`config.mk`:
```
export PLATFORM = sky130hd
export DESIGN_NAME = escape_decode_fnv1a_hash
export DESIGN_NICKNAME = d
export VERILOG_FILES = /design/src/rtl/edfh_pkg.sv /design/src/rtl/edfh_core.sv /design/src/rtl/escape_decode_fnv1a_hash.sv
export SDC_FILE = /design/constraint.sdc
export NUM_CORES = 1
export LEC_CHECK = 0
export BUFFER_PORTS_ARGS = -buffer_cell sky130_fd_sc_hd__buf_2
export CAP_MARGIN = 30
export CELL_PAD_IN_SITES_DETAIL_PLACEMENT = 0
export CELL_PAD_IN_SITES_GLOBAL_PLACEMENT = 1
export CORE_ASPECT_RATIO = 1.5
export CORE_MARGIN = 10
export CORE_UTILIZATION = 25
export DETAILED_ROUTE_END_ITERATION = 10
export PLACE_DENSITY_LB_ADDON = 0.1
export RECOVER_POWER = 50
export SYNTH_ARGS = -nofsm -noshare
export SYNTH_HDL_FRONTEND = slang
export SYNTH_SLANG_ARGS = --single-unit
```
`constraint.sdc`:
```
create_clock -name i_clk -period 13.8 [get_ports i_clk]
set_clock_uncertainty 0.2 [all_clocks]
set_input_delay 0.69 -clock i_clk [delete_from_list [all_inputs] [get_ports i_clk]]
set_output_delay 0.69 -clock i_clk [all_outputs]
set_load 0.005 [all_outputs]
```
`src/rtl/edfh_pkg.sv`:
```
package edfh_pkg;

    // configured length limit; the counter itself is 16 bits wide
    localparam logic [31:0] MaxLength  = 32'd65535;
    localparam logic [15:0] CountLimit =
        (MaxLength > 32'd65535) ? 16'hFFFF : MaxLength[15:0];

    localparam logic [31:0] FnvBasis = 32'd2166136261;
    localparam logic [31:0] FnvPrime = 32'd16777619;

    localparam logic [7:0] ChBackslash = 8'h5C;
    localparam logic [7:0] ChLowerN    = 8'h6E;
    localparam logic [7:0] ChLowerE    = 8'h65;
    localparam logic [7:0] ChLowerT    = 8'h74;
    localparam logic [7:0] ChNewline   = 8'h0A;
    localparam logic [7:0] ChEscape    = 8'h1B;
    localparam logic [7:0] ChTab       = 8'h09;

    typedef struct packed {
        logic [7:0] in_byte;
        logic       is_last;
    } t_in_item;

    typedef struct packed {
        logic        byte_valid;
        logic [7:0]  out_byte;
        logic        done_res;
        logic [31:0] hash_value;
        logic [15:0] decoded_length;
    } t_out_item;

    typedef struct packed {
        logic     step;
        t_in_item item;
    } t_core_ctl;

    function automatic logic [7:0] translate_escape(input logic [7:0] c);
        logic [7:0] r;
        case (c)
            ChBackslash: r = ChBackslash;
            ChLowerN:    r = ChNewline;
            ChLowerE:    r = ChEscape;
            ChLowerT:    r = ChTab;
            default:     r = c;
        endcase
        return r;
    endfunction

endpackage

```
`src/rtl/edfh_core.sv`:
```
module edfh_core (
    input  logic                  i_clk,
    input  logic                  i_rst_n,
    input  edfh_pkg::t_core_ctl   i_ctl,
    output edfh_pkg::t_out_item   o_res
);

    logic        r_esc;
    logic [31:0] r_hash;
    logic [15:0] r_count;

    logic        n_esc;
    logic [31:0] n_hash;
    logic [15:0] n_count;

    logic        dec_valid;
    logic [7:0]  dec_byte;
    logic [31:0] hash_upd;
    logic [15:0] count_upd;

    always_comb begin
        dec_valid = 1'b0;
        dec_byte  = 8'h00;
        n_esc     = r_esc;
        if (r_esc) begin
            dec_byte  = edfh_pkg::translate_escape(i_ctl.item.in_byte);
            dec_valid = 1'b1;
            n_esc     = 1'b0;
        end else if (i_ctl.item.in_byte == edfh_pkg::ChBackslash) begin
            n_esc = 1'b1;
        end else begin
            dec_byte  = i_ctl.item.in_byte;
            dec_valid = 1'b1;
        end

        hash_upd  = r_hash;
        count_upd = r_count;
        if (dec_valid) begin
            hash_upd = (r_hash ^ {24'h000000, dec_byte}) * edfh_pkg::FnvPrime;
            if (r_count < edfh_pkg::CountLimit) begin
                count_upd = r_count + 16'd1;
            end
        end

        o_res.byte_valid     = dec_valid;
        o_res.out_byte       = dec_byte;
        o_res.done_res       = i_ctl.item.is_last;
        o_res.hash_value     = i_ctl.item.is_last ? hash_upd : 32'h0;
        o_res.decoded_length = i_ctl.item.is_last ? count_upd : 16'h0;

        // end of string returns the state to its start values
        if (i_ctl.item.is_last) begin
            n_esc   = 1'b0;
            n_hash  = edfh_pkg::FnvBasis;
            n_count = 16'h0;
        end else begin
            n_hash  = hash_upd;
            n_count = count_upd;
        end
    end

    always_ff @(posedge i_clk) begin
        if (!i_rst_n) begin
            r_esc   <= 1'b0;
            r_hash  <= edfh_pkg::FnvBasis;
            r_count <= 16'h0;
        end else if (i_ctl.step) begin
            r_esc   <= n_esc;
            r_hash  <= n_hash;
            r_count <= n_count;
        end
    end

endmodule

```
`src/rtl/escape_decode_fnv1a_hash.sv`:
```
// escape decoder with running fnv-1a hash, one raw string byte per transaction
//
// input channel: i_valid / o_stall carry i_item (source byte and last flag);
// output channel: o_valid / i_stall carry o_item, exactly one result per input.
// a result marks whether a decoded byte is present; on the last byte of a
// string it also carries the final 32-bit hash and the saturating length.
// path: a byte taken from the input channel sits in the input register and is
// then decoded and hashed into the result register, which drives o_valid and
// o_item; a stall at the output can hold it in the input register.
// throughput: one byte per cycle while i_stall is low, set by the hash feedback
// (xor and constant multiply of the running hash), which is combinational.
// stall: while a result waits under i_stall the input register still takes
// one more byte; o_stall rises only when both registers are occupied.
// reset (synchronous, active low) empties both registers, clears a pending
// escape and restores the hash to the offset basis and the length to zero;
// escape, hash and length are restored likewise after every byte marked last.
module escape_decode_fnv1a_hash (
    input  logic                  i_clk,
    input  logic                  i_rst_n,
    input  logic                  i_valid,
    output logic                  o_stall,
    input  edfh_pkg::t_in_item    i_item,
    output logic                  o_valid,
    input  logic                  i_stall,
    output edfh_pkg::t_out_item   o_item
);

    logic                 r_in_vld;
    edfh_pkg::t_in_item   r_in;
    logic                 r_out_vld;
    edfh_pkg::t_out_item  r_out;

    logic                 adv_out;
    logic                 step;
    logic                 take_in;
    edfh_pkg::t_core_ctl  core_ctl;
    edfh_pkg::t_out_item  core_res;

    assign adv_out = !r_out_vld || !i_stall;
    assign step    = r_in_vld && adv_out;
    assign o_stall = r_in_vld && !adv_out;
    assign take_in = i_valid && !o_stall;

    assign core_ctl.step = step;
    assign core_ctl.item = r_in;

    edfh_core u_core (
        .i_clk   (i_clk),
        .i_rst_n (i_rst_n),
        .i_ctl   (core_ctl),
        .o_res   (core_res)
    );

    always_ff @(posedge i_clk) begin
        if (!i_rst_n) begin
            r_in_vld  <= 1'b0;
            r_out_vld <= 1'b0;
        end else begin
            if (take_in) begin
                r_in_vld <= 1'b1;
            end else if (step) begin
                r_in_vld <= 1'b0;
            end
            if (step) begin
                r_out_vld <= 1'b1;
            end else if (!i_stall) begin
                r_out_vld <= 1'b0;
            end
        end
    end

    always_ff @(posedge i_clk) begin
        if (take_in) begin
            r_in <= i_item;
        end
        if (step) begin
            r_out <= core_res;
        end
    end

    assign o_valid = r_out_vld;
    assign o_item  = r_out;

endmodule

```
==> summary.txt, run 1 <==
Clock tree
  • Cts hold-fix bufs: 0
  • H-tree levels: 4
  • Cts repair resizes: 0
  • Clk Tree Root Cell: clkbuf_16
  • Clock sinks: 118
  • CTS Buffer Depth: 2
  • Worst-Skew Late Latency: 0.44 ns
  • Reg clk slew, reported paths: 0.06 ns
  • Clock buffer count from CTS: 17
  • Post-CTS setup buffers: 0
  • CTS tree: built

Placed design
  • GPL Wtd Cong: 0.803
  • DPL Wire Length: 28200 um
  • Port bufs: 72

Logic synthesis
  • Syn Inst Count: 1171
  • Post-Syn Nets: 1444
  • Area share of the largest cell type after synthesis: 20.9%
  • Distinct cell type count after synthesis: 78
  • Area leader, netlist: ha_1
  • Synth Register Bits: 118
  • Sequential cell area fraction in the yosys report: 27.3%
  • Yosys warns: 0
  • Cell area after synthesis: 0.0111 mm^2
  • Synth async-reset ratio: 0%
  • Area contributors post-synth: ha_1 21%, edfxtp_1 18%, fa_1 13%, dfxtp_1 9.2%, inv_1 7.7%
  • Number of synthesized flops with an enable pin: 67
  • Avg Cell Area, Syn: 9.49 um^2
  • Ys flop type: edfxtp_1

Route
  • WL final: 36600 um
  • WL/cell: 20.0 um
  • Initial DRT Pass Iterations: 5
  • Top routing layer used: met4
  • ANT nets after route: 0
  • Met1 layer wirelength in the final routing: 15500 um
  • Met2 Wirelength: 18900 um
  • Via/cell ratio: 4.57
  • DRT iter0 DRCs: 321
  • Metal3 WL: 1060 um
  • Via count: 8354
  • Drc violations: 0

STA
  • Fmax: 128 MHz
  • Fin crit period: 7.83 ns
  • Pins Over Slew Limit: 156
  • Slew margin rel.: -139%
  • Total negative slack: 0 ns
  • Final setup fails: 0
  • Slew @ Worst Pin: 3.58 ns
  • Final hold vios: 0
  • Final Cycle Share: 56.8%
  • RSZ-0062 raised after global routing: false

Global routing
  • Global route total overflow: 0
  • Vias in the first global route: 9024
  • Gr usage total: 14.2%
  • Largest net degree at the start of global routing: 59
  • Initial antenna violation count: 0
  • First-pass GRT wire length: 56600 um

Final layout
  • Layout cell share with drive strength beyond 1: 5.92%
  • Ant. Diodes: 0
  • Area delta synth->final: 13.2%
  • Commonest non-fill, non-tap cells in the layout: 229 x inv_1, 186 x ha_1, 85 x nand2_1, 74 x fa_1, 67 x edfxtp_1
  • Most common cell after layout, fill and taps aside: inv_1
  • Footprint of the multi-input gates: 0.00703 mm^2
  • # nets final: 1511
  • Storage element area: 0.00303 mm^2
  • Filler Cell Count: 4785

Hold path
  • Hold Crit Class: input port to register

Die
  • Die area: 0.0535 mm^2
  • Number of cell rows: 94
  • Die extent in y: 278 um
  • Die span in x: 192 um
  • Starting Density: 25.3%
  • Core footprint: 0.0440 mm^2
  • I/O Pins: 73

Run status
  • Failing checks: capacitance limit, slew limit
  • Outcome: complete, but fails checks

Setup path
  • CP Class: register to register
  • Nature of the critical path endpoint: register
  • Critical Path Source Type: register
  • Worst Path Arrival: 7.89 ns
  • CP cell instances: and3b_1 > and4_1 > buf_4 > inv_2 > nand2_1 > nand2_1 > xor2_1 > ha_1 > ha_1 > fa_1 > ha_1 > fa_1 > ha_1 > inv_1 > fa_1 > inv_1 > ha_1 > a21oi_1 > o21ai_1 > a311oi_4 > a21oi_2 > o21a_1 > or4_4 > a311oi_1
  • Crit Path Max Fanout: 35
  • Critical path's most frequent cell: ha_1
  • Crit path max-delay cell type: xor2_1
  • Worst path required time: 13.86 ns
  • Max stage delay on crit path: 0.64 ns

Run
  • Max-Cap Viols: 3
-- final cells by class --
type / instances / area share, %
clock buffers: 20 / 3.55
clock inverters: 12 / 1.01
inverters: 231 / 6.90
multi-input cells: 786 / 55.8
flip-flops and latches: 118 / 24.1
well taps: 576 / 5.73
repair buffers: 84 / 2.87
-- stage by stage --
stage	std cells	cell area, um^2	worst slack, ns	hold slack (ns)	util [%]
2_1_floorplan	1171	11100	6.93	0.224	-
3_3_place_gp	1795	12100	5.91	0.296	27.5
3_5_place_dp	1795	12100	5.88	0.311	27.5
4_1_cts	1827	12700	5.82	0.190	28.8
5_1_grt	1827	12600	5.48	0.205	28.6
6_report	1827	12600	5.97	0.226	28.6
-- flip-flops by register name, indices dropped and copies added (netlist names) --
name and count:
core_ctl 9, u_core.r_esc 1, o_valid 1, o_item 58
u_core.r_count 16, u_core.r_hash 32, r_in_vld 1
-- worst max-delay path: cells and delay by family (launching register included) --
kind,cells,cell delay (ns)
adders and majority gates,8,2.91
AOI/OAI and AO/OA,6,1.48
and+or+nand+nor,5,1.31
xor gates and xnor gates,1,0.64
buffers and inverters,4,0.63
DFF,1,0.47
-- cells by family (layout without fill, tap and decap cells) --
logic type,after synthesis,count (layout),share of synthesized area [%]
fa+ha+maj,260,260,34.3
mux,2,2,0.191
simple gates,268,268,12.1
xor+xnor,54,54,4.25
flops,118,118,27.3
compound gates,202,202,12.4
buf+inv,267,347,9.53
-- cell usage after synthesis, types with 12 or more instances --
library cell  number
a22oi_1           12
o21ai_0           36
ha_1             186
dfxtp_1           51
nand3_1           25
xnor2_1           31
nand2_1           85
a21oi_1           50
nor2b_1           19
and2_1            18
xor2_1            23
and3_1            13
fa_1              74
inv_1            229
edfxtp_1          67
nor2_1            51
clkbuf_1          28
-- final timing paths --
| path | startpoint | endpoint | slack [ns] | depth (start not counted) |
|---|---|---|---|---|
| max | core_ctl[8]$_DFFE_PP_ | o_item[47]$_SDFFCE_PN0P_ | 5.97 | 24 |
| min | i_item[0] | core_ctl[0]$_DFFE_PP_ | 0.23 | 1 |
| max reg2reg | core_ctl[8]$_DFFE_PP_ | o_item[47]$_SDFFCE_PN0P_ | 5.97 | 24 |
| min reg2reg | r_in_vld$_SDFFE_PN0P_ | o_valid$_SDFFE_PN0P_ | 0.32 | 2 |
-- per-layer routing --
metal / global-route usage, % / vias up
li1: - / 4089
met1: 16.6 / 4087
met2: 25.5 / 139
met3: 2.22 / 39
met4: 4.60 / 0
met5: 0 / -
Power of run 1 is left out: the tool's default activity adds up to more than one toggle a clock period on the data nets, which glitch-free logic cannot reach.
==> inputs of run 2 (changes only) <==
==> constraint.sdc (replaced) <==
create_clock -name i_clk -period 8.1 [get_ports i_clk]
set_clock_uncertainty 0.2 [all_clocks]
set_input_delay 0.405 -clock i_clk [delete_from_list [all_inputs] [get_ports i_clk]]
set_output_delay 0.405 -clock i_clk [all_outputs]
set_load 0.005 [all_outputs]
==> summary.txt, run 2 (synthesized netlist as in run 1, its figures left out) <==
Run status
  • Outcome: complete, but fails checks (unchanged)
  • Failing checks: capacitance limit, slew limit (unchanged)

STA
  • Final setup fails: 0 (unchanged)
  • Final Cycle Share: 92.6% (was 56.8%)
  • Slew @ Worst Pin: 2.83 ns (was 3.58 ns)
  • Slew margin rel.: -88.9% (was -139%)
  • Fmax: 133 MHz (was 128 MHz)
  • RSZ-0062 raised after global routing: false (unchanged)
  • Final hold vios: 0 (unchanged)
  • Fin crit period: 7.50 ns (was 7.83 ns)
  • Total negative slack: 0 ns (unchanged)
  • Pins Over Slew Limit: 93 (was 156)

Setup path
  • Critical path's most frequent cell: ha_1 (unchanged)
  • Crit path max-delay cell type: fa_1 (was xor2_1)
  • CP Class: register to register (unchanged)
  • Nature of the critical path endpoint: register (unchanged)
  • Worst path required time: 8.19 ns (was 13.86 ns)
  • Worst Path Arrival: 7.59 ns (was 7.89 ns)
  • Crit Path Max Fanout: 9 (was 35)
  • Worst Path Buf+Inv: 2 (was 4)
  • Max stage delay on crit path: 0.53 ns (was 0.64 ns)
  • Critical Path Source Type: register (unchanged)
  • Delay-heaviest family, CP: adder cells (unchanged)

Route
  • Drc violations: 0 (unchanged)
  • WL final: 37500 um (was 36600 um)
  • DRT iter0 DRCs: 311 (was 321)
  • Via/cell ratio: 4.56 (was 4.57)
  • ANT nets after route: 0 (unchanged)
  • Via count: 8391 (was 8354)
  • Initial DRT Pass Iterations: 5 (unchanged)
  • WL/cell: 20.4 um (was 20.0 um)

Die
  • Number of cell rows: 94 (unchanged)
  • I/O Pins: 73 (unchanged)
  • Core footprint: 0.0440 mm^2 (unchanged)
  • Die extent in y: 278 um (unchanged)
  • Die area: 0.0535 mm^2 (unchanged)
  • Starting Density: 25.3% (unchanged)
  • Die span in x: 192 um (unchanged)

Final layout
  • Layout cell share with drive strength beyond 1: 6.09% (was 5.92%)
  • Most common cell after layout, fill and taps aside: inv_1 (unchanged)
  • Max reg flops: 58 (unchanged)
  • Filler Cell Count: 4793 (was 4785)
  • # nets final: 1524 (was 1511)
  • Ant. Diodes: 0 (unchanged)
  • Post-layout util: 28.9% (was 28.6%)
  • Commonest non-fill, non-tap cells in the layout: 229 x inv_1, 186 x ha_1, 85 x nand2_1, 74 x fa_1, 67 x edfxtp_1 (unchanged)
  • Area delta synth->final: 14.4% (was 13.2%)

Global routing
  • Largest net degree at the start of global routing: 53 (was 59)
  • Initial antenna violation count: 0 (unchanged)
  • Global route total overflow: 0 (unchanged)
  • Gr usage total: 14.5% (was 14.2%)
  • Vias in the first global route: 9204 (was 9024)
  • First-pass GRT wire length: 57400 um (was 56600 um)

Placed design
  • Port bufs: 72 (unchanged)
  • GPL Wtd Cong: 0.781 (was 0.803)
  • DPL Wire Length: 28600 um (was 28200 um)

Clock tree
  • CTS Buffer Depth: 2 (unchanged)
  • CTS tree: built (unchanged)
  • Worst-Skew Late Latency: 0.45 ns (was 0.44 ns)
  • Clock buffer count from CTS: 17 (unchanged)
  • Clk Tree Root Cell: clkbuf_16 (unchanged)
  • Clock sinks: 118 (unchanged)
  • Reg clk slew, reported paths: 0.08 ns (was 0.06 ns)
  • Post-CTS setup buffers: 0 (unchanged)
  • H-tree levels: 4 (unchanged)

Hold path
  • Hold Crit Class: input port to register (unchanged)

Run
  • Max-Cap Viols: 2 (was 3)
run 2: cell types whose count changed in the layout (fill, tap and decap cells not counted), moves of 3 or more:
cell,delta
buf_4,+6
buf_2,-4
inv_8,+4
dlygate4sd3_1,+10
inv_6,+3
clkinvlp_4,-3
clkinv_4,+3
clkinv_2,-4
run 2: path summary, 6_finish.rpt:
path,from,end,slack (ns),cells after the start
worst min register to register,r_in_vld$_SDFFE_PN0P_,o_valid$_SDFFE_PN0P_,0.32,2
worst min-delay path,i_stall,o_valid$_SDFFE_PN0P_,0.04,3
worst max-delay path,core_ctl[5]$_DFFE_PP_,o_item[42]$_SDFFCE_PN0P_,0.60,26
worst max register to register,core_ctl[5]$_DFFE_PP_,o_item[42]$_SDFFCE_PN0P_,0.60,26
run 2: per-layer routing:
| layer | share of wire [%] | GRT usage, % | up-vias |
|---|---|---|---|
| met3 | 2.3 | 2.12 | 16 |
| li1 | - | - | 4122 |
| met1 | 42 | 16.7 | 4143 |
| met2 | 55 | 27.2 | 110 |
| met4 | 0.96 | 3.53 | 0 |
| met5 | 0 | 0 | - |
run 2: through the flow:
| step | instance area (um^2) | hold WS [ns] | setup WS, ns | cells |
|---|---|---|---|---|
| floorplan | 11100 | 0.224 | 1.23 | 1171 |
| global placement | 12100 | 0.300 | 0.667 | 1797 |
| detailed placement | 12100 | 0.306 | 0.544 | 1798 |
| CTS | 12800 | 0.00875 | 0.568 | 1840 |
| global route | 12700 | 0.0209 | 0.0352 | 1840 |
| finish | 12700 | 0.0359 | 0.598 | 1840 |
run 2: cell type report:
class | count | area [um^2] | share of cell area [%]
multi-input cells | 786 | 7000 | 55.0
flip-flops and latches | 118 | 3030 | 23.8
well taps | 576 | 721 | 5.66
clock inverters | 15 | 183 | 1.44
repair buffers | 97 | 490 | 3.85
clock buffers | 17 | 425 | 3.34
inverters | 231 | 868 | 6.82
run 2: what timing repair did:
item                      4_1_cts  5_1_grt
resized for setup               0        0
hold endpoints to repair       10        0
hold buffers                   10        0
run 2: worst min-delay path, stage by stage:
cell and delay [ns]:
buf_2 0.09, a21oi_1 0.06, nor2b_1 0.09
Power of run 2 is left out for the same reason.
